### config.mk
export PLATFORM = sky130hd
export DESIGN_NAME = frame_field_and_error_check
export DESIGN_NICKNAME = d
export VERILOG_FILES = /design/src/sv/fpc_pkg.sv /design/src/sv/fpc_front.sv /design/src/sv/fpc_queue.sv /design/src/sv/fpc_back.sv /design/src/sv/frame_field_and_error_check.sv
export SDC_FILE = /design/constraint.sdc
export NUM_CORES = 1
export LEC_CHECK = 0
export CAP_MARGIN = 10
export CELL_PAD_IN_SITES_DETAIL_PLACEMENT = 0
export CELL_PAD_IN_SITES_GLOBAL_PLACEMENT = 1
export CORE_ASPECT_RATIO = 0.7
export CORE_MARGIN = 3
export CORE_UTILIZATION = 40
export DETAILED_ROUTE_END_ITERATION = 8
export DONT_BUFFER_PORTS = 1
export PLACE_DENSITY = 0.62
export SKIP_CTS_REPAIR_TIMING = 1
export SLEW_MARGIN = 10
export SYNTH_ARGS = -nofsm -noshare
export SYNTH_HDL_FRONTEND = slang
export SYNTH_HIERARCHICAL = 1
export SYNTH_SLANG_ARGS = --single-unit
### constraint.sdc
create_clock -name clk -period 9.2 [get_ports clk]
set_clock_uncertainty 0.2 [all_clocks]
set_input_delay 0.46 -clock clk [delete_from_list [all_inputs] [get_ports clk]]
set_output_delay 0.46 -clock clk [all_outputs]
set_load 0.01 [all_outputs]
### src/sv/fpc_pkg.sv
// ----------------------------------------------------------------------------
// fpc_pkg : shared types and helpers for the frame field and error checker
// Holds the frame record passed from front to back, the result layout,
// the check mode and verdict codes, and the bytewise popcount and crc-8.
// ----------------------------------------------------------------------------
package fpc_pkg;

    localparam logic [7:0] CRC_POLY = 8'h07;

    localparam logic [2:0] MODE_EVEN = 3'd0;
    localparam logic [2:0] MODE_ODD  = 3'd1;
    localparam logic [2:0] MODE_CRC  = 3'd2;
    localparam logic [2:0] MODE_SUM  = 3'd4;

    localparam logic [7:0] HEADER_BYTES = 8'd3;

    typedef enum logic [1:0] {
        VERDICT_GOOD     = 2'd0,
        VERDICT_DAMAGED  = 2'd1,
        VERDICT_UNJUDGED = 2'd2,
        VERDICT_UNKNOWN  = 2'd3
    } verdict_t;

    typedef struct packed {
        logic [7:0]  header;
        logic [6:0]  length;
        logic [7:0]  sender;
        logic [7:0]  receiver;
        logic [7:0]  trailer;
        logic [10:0] ones;
        logic [23:0] sum;
        logic [7:0]  crc;
        logic        crc_bad;
    } rec_t;

    typedef struct packed {
        logic [1:0]  language;
        logic [6:0]  payload_length;
        logic [1:0]  sender_group;
        logic [5:0]  sender_user;
        logic [1:0]  receiver_group;
        logic [5:0]  receiver_user;
        logic [1:0]  routing;
        logic [1:0]  flow_control;
        logic [2:0]  check_mode;
        logic [10:0] ones_count;
        logic [15:0] check_value;
        verdict_t    verdict;
    } res_t;

    function automatic logic [3:0] popcount8(input logic [7:0] b);
        logic [3:0] n;
        n = 4'd0;
        for (int k = 0; k < 8; k++)
        begin
            n = n + {3'b000, b[k]};
        end
        return n;
    endfunction

    // msb first, zero initial value, no final xor
    function automatic logic [7:0] crc8_byte(input logic [7:0] crc, input logic [7:0] b);
        logic [7:0] c;
        c = crc ^ b;
        for (int k = 0; k < 8; k++)
        begin
            if (c[7])
                c = {c[6:0], 1'b0} ^ CRC_POLY;
            else
                c = {c[6:0], 1'b0};
        end
        return c;
    endfunction

endpackage

### src/sv/fpc_front.sv
// ----------------------------------------------------------------------------
// fpc_front : byte intake and frame tracking
// Follows the byte position, captures header and trailer bytes, keeps the
// ones count, checksum and crc running, and writes one record per frame.
// ----------------------------------------------------------------------------
module fpc_front (
    input  logic          clk,
    input  logic          rst_n,
    input  logic          push,
    input  logic [7:0]    frame_byte,
    input  logic          q_full,
    output logic          q_wr,
    output fpc_pkg::rec_t q_rec
);
    import fpc_pkg::*;

    logic [7:0]  pos_reg;
    logic [7:0]  pos_next;
    logic [6:0]  len_reg;
    logic [6:0]  len_next;
    logic [7:0]  header_reg;
    logic [7:0]  header_next;
    logic [7:0]  sender_reg;
    logic [7:0]  sender_next;
    logic [7:0]  receiver_reg;
    logic [7:0]  receiver_next;
    logic [7:0]  trailer_reg;
    logic [7:0]  trailer_next;
    logic [10:0] ones_reg;
    logic [10:0] ones_next;
    logic [23:0] sum_reg;
    logic [23:0] sum_next;
    logic [7:0]  hold_reg;
    logic [7:0]  hold_next;
    logic [7:0]  crc_reg;
    logic [7:0]  crc_next;

    logic        take;
    logic [6:0]  len_cur;
    logic [7:0]  trailer_pos;
    logic        at_crc_byte;
    logic        at_trailer;
    logic        done;
    logic [10:0] ones_acc;
    logic [23:0] sum_acc;
    logic [7:0]  crc_acc;

    assign take        = push && !q_full;
    assign len_cur     = (pos_reg == 8'd0) ? {frame_byte[5:0], 1'b0} : len_reg;
    assign trailer_pos = {1'b0, len_cur} + HEADER_BYTES;
    assign at_crc_byte = pos_reg > trailer_pos;
    assign at_trailer  = pos_reg == trailer_pos;
    assign done        = at_crc_byte || (at_trailer && (frame_byte[3:1] != MODE_CRC));

    assign ones_acc = ones_reg + {7'd0, popcount8(frame_byte)};
    assign sum_acc  = pos_reg[0] ? (sum_reg + {8'd0, hold_reg, frame_byte}) : sum_reg;
    assign crc_acc  = crc8_byte(crc_reg, frame_byte);

    always_comb
    begin
        pos_next      = pos_reg;
        len_next      = len_reg;
        header_next   = header_reg;
        sender_next   = sender_reg;
        receiver_next = receiver_reg;
        trailer_next  = trailer_reg;
        ones_next     = ones_reg;
        sum_next      = sum_reg;
        hold_next     = hold_reg;
        crc_next      = crc_reg;
        q_wr          = 1'b0;

        q_rec.header   = header_reg;
        q_rec.length   = len_reg;
        q_rec.sender   = sender_reg;
        q_rec.receiver = receiver_reg;
        q_rec.trailer  = at_crc_byte ? trailer_reg : frame_byte;
        q_rec.ones     = at_crc_byte ? ones_reg : ones_acc;
        q_rec.sum      = at_crc_byte ? sum_reg : sum_acc;
        q_rec.crc      = crc_reg;
        q_rec.crc_bad  = frame_byte != crc_reg;

        if (take)
        begin
            if (done)
            begin
                q_wr          = 1'b1;
                pos_next      = 8'd0;
                len_next      = 7'd0;
                header_next   = 8'd0;
                sender_next   = 8'd0;
                receiver_next = 8'd0;
                trailer_next  = 8'd0;
                ones_next     = 11'd0;
                sum_next      = 24'd0;
                hold_next     = 8'd0;
                crc_next      = 8'd0;
            end
            else
            begin
                pos_next  = pos_reg + 8'd1;
                len_next  = len_cur;
                ones_next = ones_acc;
                sum_next  = sum_acc;
                crc_next  = crc_acc;
                if (!pos_reg[0])
                    hold_next = frame_byte;
                if (pos_reg == 8'd0)
                    header_next = frame_byte;
                if (pos_reg == 8'd1)
                    sender_next = frame_byte;
                if (pos_reg == 8'd2)
                    receiver_next = frame_byte;
                if (at_trailer)
                    trailer_next = frame_byte;
            end
        end
    end

    always_ff @(posedge clk or negedge rst_n)
    begin
        if (!rst_n)
        begin
            pos_reg      <= 8'd0;
            len_reg      <= 7'd0;
            header_reg   <= 8'd0;
            sender_reg   <= 8'd0;
            receiver_reg <= 8'd0;
            trailer_reg  <= 8'd0;
            ones_reg     <= 11'd0;
            sum_reg      <= 24'd0;
            hold_reg     <= 8'd0;
            crc_reg      <= 8'd0;
        end
        else
        begin
            pos_reg      <= pos_next;
            len_reg      <= len_next;
            header_reg   <= header_next;
            sender_reg   <= sender_next;
            receiver_reg <= receiver_next;
            trailer_reg  <= trailer_next;
            ones_reg     <= ones_next;
            sum_reg      <= sum_next;
            hold_reg     <= hold_next;
            crc_reg      <= crc_next;
        end
    end

    // a frame never ends inside its three header bytes
    a_done_after_header: assert property (@(posedge clk) disable iff (!rst_n)
        q_wr |-> (pos_reg >= HEADER_BYTES))
        else $error("frame closed before trailer position");

    a_restart_after_done: assert property (@(posedge clk) disable iff (!rst_n)
        q_wr |=> (pos_reg == 8'd0) && (ones_reg == 11'd0) && (crc_reg == 8'd0))
        else $error("state not cleared after frame end");

endmodule

### src/sv/fpc_queue.sv
// ----------------------------------------------------------------------------
// fpc_queue : frame record queue
// Short register queue between the byte intake and the verdict stage.
// ----------------------------------------------------------------------------
module fpc_queue #(
    parameter int DEPTH = 2
) (
    input  logic          clk,
    input  logic          rst_n,
    input  logic          wr,
    input  fpc_pkg::rec_t wr_rec,
    input  logic          rd,
    output fpc_pkg::rec_t rd_rec,
    output logic          full,
    output logic          not_empty
);
    import fpc_pkg::*;

    localparam int PW = (DEPTH > 1) ? $clog2(DEPTH) : 1;
    localparam int CW = $clog2(DEPTH + 1);

    rec_t          slot_reg [DEPTH];
    logic [PW-1:0] wptr_reg;
    logic [PW-1:0] wptr_next;
    logic [PW-1:0] rptr_reg;
    logic [PW-1:0] rptr_next;
    logic [CW-1:0] count_reg;
    logic [CW-1:0] count_next;

    assign full      = count_reg == CW'(DEPTH);
    assign not_empty = count_reg != '0;
    assign rd_rec    = slot_reg[rptr_reg];

    always_comb
    begin
        wptr_next  = wptr_reg;
        rptr_next  = rptr_reg;
        count_next = count_reg;
        if (wr)
            wptr_next = (wptr_reg == PW'(DEPTH - 1)) ? '0 : wptr_reg + PW'(1);
        if (rd)
            rptr_next = (rptr_reg == PW'(DEPTH - 1)) ? '0 : rptr_reg + PW'(1);
        if (wr && !rd)
            count_next = count_reg + CW'(1);
        else if (rd && !wr)
            count_next = count_reg - CW'(1);
    end

    always_ff @(posedge clk)
    begin
        if (wr)
            slot_reg[wptr_reg] <= wr_rec;
    end

    always_ff @(posedge clk or negedge rst_n)
    begin
        if (!rst_n)
        begin
            wptr_reg  <= '0;
            rptr_reg  <= '0;
            count_reg <= '0;
        end
        else
        begin
            wptr_reg  <= wptr_next;
            rptr_reg  <= rptr_next;
            count_reg <= count_next;
        end
    end

    a_no_overflow: assert property (@(posedge clk) disable iff (!rst_n)
        wr |-> !full)
        else $error("record written into a full queue");

    a_no_underflow: assert property (@(posedge clk) disable iff (!rst_n)
        rd |-> not_empty)
        else $error("record read from an empty queue");

endmodule

### src/sv/fpc_back.sv
// ----------------------------------------------------------------------------
// fpc_back : verdict and result register
// Folds the checksum, judges parity and crc, and holds one result for
// the downstream side.
// ----------------------------------------------------------------------------
module fpc_back (
    input  logic          clk,
    input  logic          rst_n,
    input  logic          q_not_empty,
    input  fpc_pkg::rec_t q_rec,
    output logic          q_rd,
    input  logic          pop,
    output logic          empty,
    output fpc_pkg::res_t res
);
    import fpc_pkg::*;

    logic        valid_reg;
    logic        valid_next;
    res_t        res_reg;
    res_t        res_next;

    logic [2:0]  mode;
    logic [16:0] fold1;
    logic [15:0] fold2;

    assign mode  = q_rec.trailer[3:1];
    assign fold1 = {1'b0, q_rec.sum[15:0]} + {9'd0, q_rec.sum[23:16]};
    assign fold2 = fold1[15:0] + {15'd0, fold1[16]};

    assign q_rd  = q_not_empty && (!valid_reg || pop);
    assign empty = !valid_reg;
    assign res   = res_reg;

    always_comb
    begin
        res_next.language       = q_rec.header[7:6];
        res_next.payload_length = q_rec.length;
        res_next.sender_group   = q_rec.sender[7:6];
        res_next.sender_user    = q_rec.sender[5:0];
        res_next.receiver_group = q_rec.receiver[7:6];
        res_next.receiver_user  = q_rec.receiver[5:0];
        res_next.routing        = q_rec.trailer[7:6];
        res_next.flow_control   = q_rec.trailer[5:4];
        res_next.check_mode     = mode;
        res_next.ones_count     = q_rec.ones;
        res_next.check_value    = 16'd0;
        res_next.verdict        = VERDICT_UNKNOWN;
        case (mode)
            MODE_EVEN:
            begin
                res_next.verdict = q_rec.ones[0] ? VERDICT_DAMAGED : VERDICT_GOOD;
            end
            MODE_ODD:
            begin
                res_next.verdict = q_rec.ones[0] ? VERDICT_GOOD : VERDICT_DAMAGED;
            end
            MODE_CRC:
            begin
                res_next.check_value = {8'd0, q_rec.crc};
                res_next.verdict     = q_rec.crc_bad ? VERDICT_DAMAGED : VERDICT_GOOD;
            end
            MODE_SUM:
            begin
                res_next.check_value = ~fold2;
                res_next.verdict     = VERDICT_UNJUDGED;
            end
            default:
            begin
                res_next.verdict = VERDICT_UNKNOWN;
            end
        endcase
    end

    always_comb
    begin
        valid_next = valid_reg;
        if (q_rd)
            valid_next = 1'b1;
        else if (pop)
            valid_next = 1'b0;
    end

    always_ff @(posedge clk)
    begin
        if (q_rd)
            res_reg <= res_next;
    end

    always_ff @(posedge clk or negedge rst_n)
    begin
        if (!rst_n)
            valid_reg <= 1'b0;
        else
            valid_reg <= valid_next;
    end

    // a record leaves the queue only into a free or freeing result slot
    a_slot_free_on_read: assert property (@(posedge clk) disable iff (!rst_n)
        q_rd |-> (!valid_reg || pop))
        else $error("result overwritten before it was taken");

    a_slot_filled_on_read: assert property (@(posedge clk) disable iff (!rst_n)
        q_rd |=> valid_reg)
        else $error("result slot not filled after queue read");

endmodule

### src/sv/frame_field_and_error_check.sv
// ----------------------------------------------------------------------------
// frame_field_and_error_check : frame field extraction and error check
// Takes a frame a byte at a time and returns its header and trailer fields
// with a parity or crc-8 verdict or a checksum value at each frame's end.
//
//   channel   direction  handshake     payload
//   bytes     in         push / full   frame_byte
//   results   out        pop / empty   language .. verdict
//
// one byte is taken per cycle while full is low; bytes keep flowing while a
// result waits, as records go through a short queue to the verdict stage.
// a frame's record passes through a queue slot, then the result register.
// full rises when the queue fills; above depth one the result slot is held.
// reset clears the byte position, accumulators, queue and result slot.
// ----------------------------------------------------------------------------
module frame_field_and_error_check #(
    parameter int QUEUE_DEPTH = 2
) (
    input  logic        clk,
    input  logic        rst_n,
    input  logic        push,
    output logic        full,
    input  logic [7:0]  frame_byte,
    output logic        empty,
    input  logic        pop,
    output logic [1:0]  language,
    output logic [6:0]  payload_length,
    output logic [1:0]  sender_group,
    output logic [5:0]  sender_user,
    output logic [1:0]  receiver_group,
    output logic [5:0]  receiver_user,
    output logic [1:0]  routing,
    output logic [1:0]  flow_control,
    output logic [2:0]  check_mode,
    output logic [10:0] ones_count,
    output logic [15:0] check_value,
    output logic [1:0]  verdict
);
    import fpc_pkg::*;

    logic q_wr;
    logic q_rd;
    logic q_full;
    logic q_not_empty;
    rec_t wr_rec;
    rec_t rd_rec;
    res_t res;

    fpc_front u_front (
        .clk        (clk),
        .rst_n      (rst_n),
        .push       (push),
        .frame_byte (frame_byte),
        .q_full     (q_full),
        .q_wr       (q_wr),
        .q_rec      (wr_rec)
    );

    fpc_queue #(
        .DEPTH (QUEUE_DEPTH)
    ) u_queue (
        .clk       (clk),
        .rst_n     (rst_n),
        .wr        (q_wr),
        .wr_rec    (wr_rec),
        .rd        (q_rd),
        .rd_rec    (rd_rec),
        .full      (q_full),
        .not_empty (q_not_empty)
    );

    fpc_back u_back (
        .clk         (clk),
        .rst_n       (rst_n),
        .q_not_empty (q_not_empty),
        .q_rec       (rd_rec),
        .q_rd        (q_rd),
        .pop         (pop),
        .empty       (empty),
        .res         (res)
    );

    assign full           = q_full;
    assign language       = res.language;
    assign payload_length = res.payload_length;
    assign sender_group   = res.sender_group;
    assign sender_user    = res.sender_user;
    assign receiver_group = res.receiver_group;
    assign receiver_user  = res.receiver_user;
    assign routing        = res.routing;
    assign flow_control   = res.flow_control;
    assign check_mode     = res.check_mode;
    assign ones_count     = res.ones_count;
    assign check_value    = res.check_value;
    assign verdict        = res.verdict;

endmodule
* Word-level counts from Yosys, hierarchy flattened
Memory sizes are Yosys's and may differ from the RTL's.
Cells that the tools add are included.
W data, S select, Z words.
** Word-level totals
- Memories kept :: 1
- Memory bits (writable) :: 166
- Bits in registers :: 164
- Bits of input ports :: 12
- Logic and storage cells :: 133
- Output and inout port bits :: 63
** Memories
- u_queue.slot_reg :: depth 2, bits a word 83, read ports 1, clocked after Yosys merged registers in 0, wr ports 1, line fpc_queue.sv:22 : rec_t slot_reg [DEPTH];
** Operators by class
- Bitwise gates (word level) :: 10
- Mux-type cells :: 43
- $lt $le $gt $ge :: 1
- Add/sub/neg operators :: 17
- Equality and inequality tests :: 10
- Reduce and logical (&&, ||, !) cells :: 25
** Operators by type and width (count)
- $mux W8 :: 13
- $mux W24 :: 3
- $pmux W16 S2 :: 1
- $add A24 B16 Y24 :: 1
- $add A4 B1 Y4 :: 6
- $mux W3 :: 8
- $not A3 Y3 :: 8
- $mux W11 :: 2
- $add A16 B8 Y17 :: 1
- $add A16 B1 Y16 :: 1
- $not A16 Y16 :: 1
- $mux W7 :: 2
- $reduce_bool A2 Y1 :: 7
- $add A11 B4 Y11 :: 1
- $mux W1 :: 11
- $reduce_and A2 Y1 :: 5
- $add A7 B2 Y8 const B :: 1
- $add A8 B1 Y8 const B :: 1
- $eq A8 B1 Y1 const B :: 1
- $eq A8 B2 Y1 const B :: 1
- $eq A8 B8 Y1 :: 1
- $gt A8 B8 Y1 :: 1
- $logic_not A8 Y1 :: 1
- $ne A8 B8 Y1 :: 1
- other kinds (17) :: 27

* Depth between registers and ports, before layout
Gate-level depths: netlist of the first run.
- Depth after elaboration :: 18
- Gate-level depth with buffers :: 21
- Depth with buffers taken out :: 19

* Hierarchy
The synthesis of the first run kept the hierarchy.
** Modules (own cells, without submodules)
- fpc_front :: area an instance 6580.1 µm², cells an instance 692, seq. area each 2452.4 µm², times used 1
- fpc_queue :: area an instance 6422.4 µm², cells an instance 274, seq. area each 5084.9 µm², times used 1
- fpc_back :: area an instance 3054.2 µm², cells an instance 236, seq. area each 1856.8 µm², times used 1

* Least setup slack after synthesis of the first run
No wires, ideal clock.
- Path kind :: flip-flop to flip-flop
- Start :: register u_front.pos_reg[0]
- End :: memory u_queue/slot_reg[0][0] in the netlist's numbering (enable)
- Clock period less this slack :: 7.760 ns
- Path buffers :: 2
- Slack :: 1.440 ns
- Stages on the path, launching flop included :: 19
- Data required time :: 8.465 ns
- Setup time :: 0.535 ns
- Data arrival time :: 7.025 ns
- Path through :: dfrtp_1 inv_1 clkbuf_1 ha_1 nand4_2 mux2i_2 a21boi_2 nand2_1 xnor2_1 mux2i_1 ha_1 nand4_1 o211ai_1 a21boi_2 and2_4 buf_12 nand2_4 inv_2 nor2b_1
** Between the ends
- Longest elaborated chain between the ends :: 10
- Elaborated cells between the ends (all ways) :: 11
- Those cells by class :: add/sub (1); order compare (1); eq/ne (1); mux (5); reduce/logical (3)
** RTL lines
- start: declaration :: line fpc_front.sv:17 : logic [7:0] pos_reg;
- start signal: assignment :: line fpc_front.sv:137 : pos_reg <= pos_next;
- branches (longest 5 deep; another with $add A7 B2 Y8)
- $logic_or A1 B1 Y1 (*) :: line fpc_front.sv:53 : assign done = at_crc_byte || (at_trailer && (frame_byte[3:1] != MODE_CRC));
- $mux W1 (*) :: line fpc_front.sv:85 : if (done)
- $mux W1 (*) :: line fpc_front.sv:83 : if (take)
- named net q_wr :: line frame_field_and_error_check.sv:41 : logic q_wr;
- $mux W1 (*) :: line fpc_queue.sv:51 : if (wr)
- $mux W1 (implied by the code) (*) :: line fpc_queue.sv:52 : slot_reg[wptr_reg] <= wr_rec;
- end: declaration :: line fpc_queue.sv:22
Mark *: on every way through the listed nets, which the timed path passes.

* Final worst setup path of the first run
- Start :: register u_front.pos_reg[0]
- End :: memory u_queue/slot_reg[1][33] in the netlist's numbering (enable)
The elaborated chain is that of the path after synthesis.

==> impl_results.md, run 1 <==
* Status: complete, no violations
* Initial antenna violation count at 0
* Critical path endpoint category: flip-flop
* Starting density of the core at 40.9%
* Share of cells above drive strength 1 at 16.3%
* Netlist Area Pre-Place at 0.0153 mm²
* Final Max Tran Viols at 0
* Pin count of the biggest net entering global routing at 97
* Fin util at 45.2%
* Crit Path Category: reg -> reg
* Total track usage at 17.6%
* # rows at 59
* Synth Instances at 1,164
* Area Overhead vs Synth at 10.7%
* Worst-path maximum fanout at 43
* Ant. Diodes at 0
* Worst Hold Class: in -> reg
* Worst slew margin at 32.9%
* F_max at 0.148 GHz
* Die Wd at 240 µm
* Total Nets Final at 1,236
* Final hold vios at 0
* Setup TNS at 0 ns
* Clk sinks at 309
* Peak supply drop at 0.173 mV
* Commonest non-fill, non-tap cell in the layout: edfxtp_1
* Clock-pin slew on the worst setup and hold paths at 0.06 ns
* Chip height at 170 µm
* Average wire per standard cell at 21.1 µm
* Core box area at 0.0374 mm²
* First-pass GRT wire length at 55,000 µm
* Unrepaired setup endpoints after global routing: no
* DRC viols at 0
* DR iter-0 viols at 689
* Pre-antenna DRT Iters at 5
* Full die area at 0.0407 mm²
* Number of vias per cell at 5.38
* Synth Net Count at 1,231
* Final setup violation count at 0
* Max-cap viol count at 0
* Multi-input logic area at 0.00604 mm²
* Vias in the first global route at 8,947
* CP Data Arrival Time at 6.71 ns
* Worst reg2reg path depth at 17
* Avg Cell Area, Syn at 13.1 µm²
* DP HPWL at 23,100 µm
* Crit path launch type: flip-flop
* Worst Hold Depth at 2
* Worst path required time at 9.15 ns
* Max reg flops at 152
* Sequential cell area at 0.00880 mm²
* Post-route ant nets at 0
* Via Count at 9,045
* CTS root buf: clkbuf_16
* CTS HTree Levels at 2
* Yosys warns at 6
* Latest clock arrival within the worst-skew pair at 0.52 ns
* # fillers at 3,382
* Most frequent cells in the layout: edfxtp_1 (213), dfrtp_1 (95), nand2_1 (81), nor2_1 (63), mux2_4 (57)
* Pwr Density at 401 mW/mm²
* IO Port Bufs at 0
* CTS tree: yes
* Leakage power at 6.52 nW
* TritonCTS Buffers at 34
* GRT overflow at 0
* Worst slew pin tran at 1.01 ns
* Bufs on Longest Clock Path at 3
* Post-layout min period at 6.76 ns
* Ports at 75
* RD Place Congestion at 0.797
* Final wirelength at 35,600 µm
* Final Cycle Share at 73.5%
power breakdown:
part           leakage, nW  switching (mW)  internal [mW]
Sequential            3.21           0.369           2.13
Combinational         2.75            1.79           1.11
Clock                0.559           0.552          0.838
path summary, 6_finish.rpt:
kind | to | slack [ns] | from
max in group asynchronous | u_front/trailer_reg[1] | 8.04 | rst_n
max | u_queue/slot_reg[1][33] | 2.44 | u_front/pos_reg[0]
min | u_front/receiver_reg[7] | 0.008 | frame_byte[7]
min in group asynchronous | u_front/ones_reg[5] | 0.30 | rst_n
min reg2reg | u_queue/slot_reg[0][62] | 0.28 | u_front/sender_reg[2]
max reg2reg | u_queue/slot_reg[1][33] | 2.44 | u_front/pos_reg[0]
worst max-delay path, cell delays in order (launching register included):
cell and delay, ns:
dfrtp_1 1.00, inv_1 0.47, ha_1 0.37, nand4_2 0.26, mux2i_2 0.36, a21boi_2 0.32, nand2_1 0.10, xnor2_1 0.16
mux2i_1 0.11, ha_1 0.32, nand4_1 0.22, o211ai_1 0.15, a21boi_2 0.26, and2_4 0.38, nand2_4 0.26, inv_2 0.24
and2_4 0.54, buf_4 0.59
layer usage:
metal  GRT usage (%)  up-vias  wire length [µm]
met3            3.46       33              1470
li1                -     4352                 -
met5               0        -                 0
met2            25.3      165             15100
met4            2.99        0               402
met1            27.7     4495             18600
stage by stage:
step	hold slack (ns)	area [µm²]	worst slack [ns]	total power [mW]	instances
2_1_floorplan	-0.0356	15300	1.76	4.73	1164
3_3_place_gp	-0.0287	15700	2.68	5.39	1610
3_5_place_dp	-0.0279	15700	2.48	5.42	1610
4_1_cts	-0.597	16800	2.43	6.85	1671
5_1_grt	0.00554	16900	2.08	7.27	1682
6_report	0.00838	16900	2.44	6.80	1682
area by class of cell:
cell class	count	area share (%)
Tap cell	488	3.61
Timing Repair Buffer	21	1.20
Multi-Input combinational cell	769	35.7
Sequential cell	309	52.0
Clock inverter	14	0.976
Clock buffer	47	5.80
Inverter	34	0.754
Power figures use the tool's default switching activity.
==> inputs of run 2 (changes only) <==
--- a/config.mk
+++ b/config.mk
@@ -13,7 +13,7 @@
 export CORE_UTILIZATION = 40
 export DETAILED_ROUTE_END_ITERATION = 8
 export DONT_BUFFER_PORTS = 1
-export PLACE_DENSITY = 0.62
+export PLACE_DENSITY = 0.64
 export SKIP_CTS_REPAIR_TIMING = 1
 export SLEW_MARGIN = 10
 export SYNTH_ARGS = -nofsm -noshare
==> constraint.sdc (replaced) <==
create_clock -name clk -period 5.9 [get_ports clk]
set_clock_uncertainty 0.2 [all_clocks]
set_input_delay 0.295 -clock clk [delete_from_list [all_inputs] [get_ports clk]]
set_output_delay 0.295 -clock clk [all_outputs]
set_load 0.01 [all_outputs]
==> impl_results.md, run 2 (same netlist as run 1, synthesis figures left out) <==
* Worst slew pin tran at 1.15 ns (+0.141 ns)
* Worst Hold Class: in -> reg
* Latest clock arrival within the worst-skew pair at 0.58 ns (+0.06 ns)
* Area Overhead vs Synth at 9.84%
* Multi-input logic area at 0.00604 mm² (unchanged)
* Pwr Density at 620 mW/mm² (+54%)
* Ports at 75 (unchanged)
* Worst-path maximum fanout at 39 (-9.3%)
* Worst slew margin at 23.5% (-9.4 points)
* Final wirelength at 36,200 µm (+1.8%)
* Final Power at 10.4 mW (+53%)
* First-pass GRT wire length at 54,500 µm (-0.97%)
* Die Wd at 240 µm (unchanged)
* Leakage power at 6.47 nW (-0.77%)
* Total Nets Final at 1,239 (+0.24%)
* Sequential cell area at 0.00880 mm² (unchanged)
* Post-route ant nets at 0 (unchanged)
* Max-cap viol count at 0 (unchanged)
* # placed instances at 1,616 (+0.37%)
* Final hold vios at 2 (+2)
* Full die area at 0.0407 mm² (unchanged)
* Critical path endpoint category: flip-flop
* Final setup violation count at 0 (unchanged)
* Peak supply drop at 0.275 mV (+59%)
* Crit Path Category: reg -> reg
* Status: finished with violations
* Pin count of the biggest net entering global routing at 97 (unchanged)
* Post-layout min period at 5.13 ns (-1.63 ns)
* DR iter-0 viols at 825 (+20%)
* Number of vias per cell at 5.42 (+0.72%)
* Average wire per standard cell at 21.5 µm (+1.5%)
* Bufs on Longest Clock Path at 3 (unchanged)
* Max reg flops at 152 (unchanged)
* Crit path launch type: flip-flop
* Clk sinks at 309 (unchanged)
* Post-route insts no fill at 1,687 (+0.30%)
* RD Place Congestion at 0.787 (-1.2%)
* Chip height at 170 µm (unchanged)
* Hold_sp: frame_byte[5]
* Most frequent cells in the layout: edfxtp_1 (213), dfrtp_1 (95), nand2_1 (81), nor2_1 (63), mux2_4 (57)
* DRC viols at 0 (unchanged)
* Final Max Tran Viols at 0 (unchanged)
* Initial antenna violation count at 1 (+1)
* CTS root buf: clkbuf_16
* F_max at 0.195 GHz (+32%)
* DP HPWL at 24,100 µm (+4.1%)
* FF-to-FF Start: u_front/pos_reg[1]
* Worst path required time at 5.91 ns (-3.24 ns)
* Starting density of the core at 40.9% (unchanged)
* Worst hold margin at -0.00857 ns (-0.0169 ns)
* CTS tree: yes
* Commonest non-fill, non-tap cell in the layout: edfxtp_1
* CTS HTree Levels at 1 (-1)
* # rows at 59 (unchanged)
* Clock-pin slew on the worst setup and hold paths at 0.07 ns (about the same)
* CP Data Arrival Time at 5.14 ns (-1.57 ns)
* Critical Path Start: u_front/pos_reg[1]
* Core box area at 0.0374 mm² (unchanged)
* Final Cycle Share at 86.9% (+13 points)
* GRT overflow at 0 (unchanged)
* TritonCTS Buffers at 31 (-8.8%)
* Total track usage at 17.5% (-0.081 points)
* Pre-antenna DRT Iters at 5 (unchanged)
* Via Count at 9,137 (+1.0%)
* Share of cells above drive strength 1 at 16.3% (-0.041 points)
* Violated checks: negative hold slack
* Setup TNS at 0 ns (unchanged)
* Vias in the first global route at 8,804 (-1.6%)
* Unrepaired setup endpoints after global routing: no
* IO Port Bufs at 0 (unchanged)
* # fillers at 3,371 (-0.33%)
==> run 2: cell count changes in the layout (fill, tap and decap cells not counted), sizes merged <==
| cell | delta |
|---|---|
| clkbuf | -10 |
| inv | -2 |
| clkinvlp | -1 |
| diode | +2 |
| clkinv | +12 |
| buf | +6 |
| bufinv | -2 |
==> run 2: worst paths after layout <==
kind	end	slack (ns)	cells past startpoint
worst max-delay path	u_queue/slot_reg[0][40]	0.77	17
worst min-delay path	u_queue/slot_reg[0][49]	-0.009	2
worst max register to register	u_queue/slot_reg[0][40]	0.77	17
worst min register to register	u_queue/slot_reg[0][66]	0.28	0
max in group asynchronous	u_queue/rptr_reg	4.89	2
min in group asynchronous	u_front/ones_reg[9]	0.16	2
==> run 2: worst max-delay path: stages, from the launching register on <==
cell and delay [ns]:
dfrtp_1 0.44, inv_1 0.14, ha_1 0.24, nand4_2 0.15
mux2i_2 0.31, a21boi_2 0.31, nand2_1 0.10, xnor2_1 0.14
mux2i_1 0.10, ha_1 0.30, nand4_1 0.21, o211ai_1 0.15
a21boi_2 0.26, and2_4 0.38, nand2_4 0.26, inv_2 0.31
nor2b_4 0.19, buf_4 0.52
==> run 2: per-stage QoR <==
stage	area (µm²)	util (%)	setup slack, ns
floorplan	15300	-	0.109
global placement	15700	42.0	0.969
detailed placement	15700	42.0	0.852
CTS	16700	44.5	0.828
global route	16800	44.9	0.445
finish	16800	44.9	0.772
==> run 2: per-layer routing <==
| layer | GRT usage [%] | vias up | wire length (µm) |
|---|---|---|---|
| met1 | 28.6 | 4502 | 19000 |
| met2 | 24.0 | 237 | 14200 |
| met4 | 2.86 | 0 | 505 |
| li1 | - | 4361 | - |
| met5 | 0 | - | 0 |
| met3 | 3.41 | 37 | 2500 |
==> run 2: area by class of cell <==
cell class / count / area share (%)
Clock buffer: 37 / 4.81
Sequential cell: 309 / 52.4
Multi-Input combinational cell: 769 / 35.9
Tap cell: 488 / 3.63
Antenna cell: 2 / 0.0298
Inverter: 34 / 0.760
Timing Repair Buffer: 27 / 1.55
Clock inverter: 21 / 0.879
==> run 2: where the power goes <==
group	total [mW]	internal, mW	leakage [nW]	switching [mW]
sequential	3.84	3.32	3.21	0.516
combinational	4.69	1.77	2.78	2.92
clock	1.88	1.03	0.476	0.859
==> inputs of run 3 (changes only) <==
==> constraint.sdc (replaced) <==
create_clock -name clk -period 5.9 [get_ports clk]
set_clock_uncertainty 0.2 [all_clocks]
set_input_delay 0.885 -clock clk [delete_from_list [all_inputs] [get_ports clk]]
set_output_delay 0.885 -clock clk [all_outputs]
set_load 0.01 [all_outputs]
==> impl_results.md, run 3 (same netlist as run 1, synthesis figures left out) <==
* Max reg flops at 152 (unchanged)
* Die Wd at 240 µm (unchanged)
* TritonCTS Buffers at 31 (unchanged)
* Total Nets Final at 1,229 (-0.81%)
* Most frequent cells in the layout: edfxtp_1 (213), dfrtp_1 (95), nand2_1 (81), nor2_1 (63), mux2_4 (57)
* Final Max Tran Viols at 0 (unchanged)
* Final setup margin at 0.929 ns (+0.157 ns)
* CTS root buf: clkbuf_16
* RD Place Congestion at 0.822 (+4.4%)
* Final hold vios at 0 (-2)
* Pin count of the biggest net entering global routing at 97 (unchanged)
* # fillers at 3,322 (-1.5%)
* Pre-antenna DRT Iters at 4 (-1)
* Clock-pin slew on the worst setup and hold paths at 0.06 ns (about the same)
* Unrepaired setup endpoints after global routing: no
* # rows at 59 (unchanged)
* Number of vias per cell at 5.42 (about the same)
* Worst-path maximum fanout at 28 (-28%)
* Ant. Diodes at 0 (-2)
* Worst slew pin tran at 0.965 ns (-0.183 ns)
* DRC viols at 0 (unchanged)
* Crit Path Category: reg -> reg
* F_max at 0.201 GHz (+3.2%)
* IO Port Bufs at 0 (unchanged)
* Multi-input logic area at 0.00604 mm² (unchanged)
* Share of cells above drive strength 1 at 16.4% (+0.067 points)
* CTS tree: yes
* Leakage power at 6.49 nW (+0.33%)
* Max-cap viol count at 0 (unchanged)
* Area Overhead vs Synth at 10.2%
* Commonest non-fill, non-tap cell in the layout: edfxtp_1
* Average wire per standard cell at 20.9 µm (-2.8%)
* Initial antenna violation count at 0 (-1)
* Chip height at 170 µm (unchanged)
* Peak supply drop at 0.467 mV (+69%)
* Post-route ant nets at 0 (unchanged)
* Worst path required time at 5.92 ns (about the same)
* Core box area at 0.0374 mm² (unchanged)
* GRT overflow at 0 (unchanged)
* Via Count at 9,065 (-0.79%)
* Final Cycle Share at 84.2% (-2.7 points)
* Final wirelength at 34,900 µm (-3.5%)
* Full die area at 0.0407 mm² (unchanged)
* Final setup violation count at 0 (unchanged)
* CTS HTree Levels at 1 (unchanged)
* Post-layout min period at 4.97 ns (-0.157 ns)
* Ports at 75 (unchanged)
* Total track usage at 17.3% (-0.24 points)
* Vias in the first global route at 8,724 (-0.91%)
* Setup TNS at 0 ns (unchanged)
* Starting density of the core at 40.9% (unchanged)
* Worst slew margin at 35.7% (+12 points)
* DP HPWL at 23,900 µm (-0.89%)
* Latest clock arrival within the worst-skew pair at 0.58 ns (about the same)
* DR iter-0 viols at 755 (-8.5%)
* Sequential cell area at 0.00880 mm² (unchanged)
* Fin util at 45.0% (+0.15 points)
* Status: complete, no violations
* Pre-CTS setup slack at 0.982 ns (+0.131 ns)
* Crit path launch type: flip-flop
* CP Data Arrival Time at 4.99 ns (-0.15 ns)
* Worst Hold Class: in -> async
* Bufs on Longest Clock Path at 3 (unchanged)
* Clk sinks at 309 (unchanged)
* First-pass GRT wire length at 53,900 µm (-1.1%)
* Pwr Density at 635 mW/mm² (+2.5%)
* Critical path endpoint category: flip-flop
==> run 3: cell count changes in the layout (fill, tap and decap cells not counted) <==
cell,delta
clkinv_1,-2
clkinv_2,-7
clkbuf_1,+2
dlygate4sd3_1,-10
diode_2,-2
inv_6,-1
clkbuf_8,-1
clkinv_4,+1
bufinv_16,+7
==> run 3: cell type report <==
class	instances	share of cell area, %
Timing Repair Buffer	17	0.950
Clock buffer	38	4.76
Clock inverter	19	1.87
Multi-Input combinational cell	769	35.8
Sequential cell	309	52.2
Inverter	34	0.757
Tap cell	488	3.62
==> run 3: stage by stage <==
step / power [mW] / cell area [µm²] / instances / hold slack (ns)
5_1_grt: 11.4 / 16900 / 1674 / 0.0601
4_1_cts: 10.8 / 16800 / 1673 / -0.240
3_5_place_dp: 8.56 / 15700 / 1616 / 0.264
6_report: 10.7 / 16900 / 1674 / 0.0495
3_3_place_gp: 8.54 / 15700 / 1616 / 0.254
2_1_floorplan: 7.37 / 15300 / 1164 / 0.242
==> run 3: metal layers <==
metal,global-route usage [%],part of all wire (%)
met1,28.2,54
met2,23.0,39
met3,4.27,5.8
met4,2.81,1.5
met5,0,0
==> run 3: path summary, 6_finish.rpt <==
path | start | slack, ns | end | depth (start not counted)
worst max-delay path | u_front/pos_reg[1] | 0.93 | u_queue/slot_reg[1][71] | 18
worst min-delay path | rst_n | 0.05 | u_front/pos_reg[6] | 1
worst max register to register | u_front/pos_reg[1] | 0.93 | u_queue/slot_reg[1][71] | 18
worst min register to register | u_front/receiver_reg[1] | 0.27 | u_queue/slot_reg[0][53] | 0
max in group asynchronous | rst_n | 5.05 | u_queue/rptr_reg | 1
min in group clk | frame_byte[0] | 0.24 | u_front/len_reg[1] | 1
==> run 3: report_power, final <==
part	switching (mW)	internal [mW]	total, mW
registers	0.515	3.32	3.84
clock network	0.840	1.32	2.16
logic	2.94	1.77	4.71
==> run 3: critical path: stages, from the launching register on <==
cell and delay (ns):
dfrtp_1 0.44, inv_1 0.15, ha_1 0.20, nand4_2 0.15, mux2i_2 0.31, a21boi_2 0.29
nand2_1 0.10, xnor2_1 0.18, mux2i_1 0.14, ha_1 0.32, nand4_1 0.20, o211ai_1 0.13
a21boi_2 0.25, and2_4 0.38, nand2_4 0.27, inv_2 0.12, buf_4 0.19, and2_4 0.18
buf_4 0.38
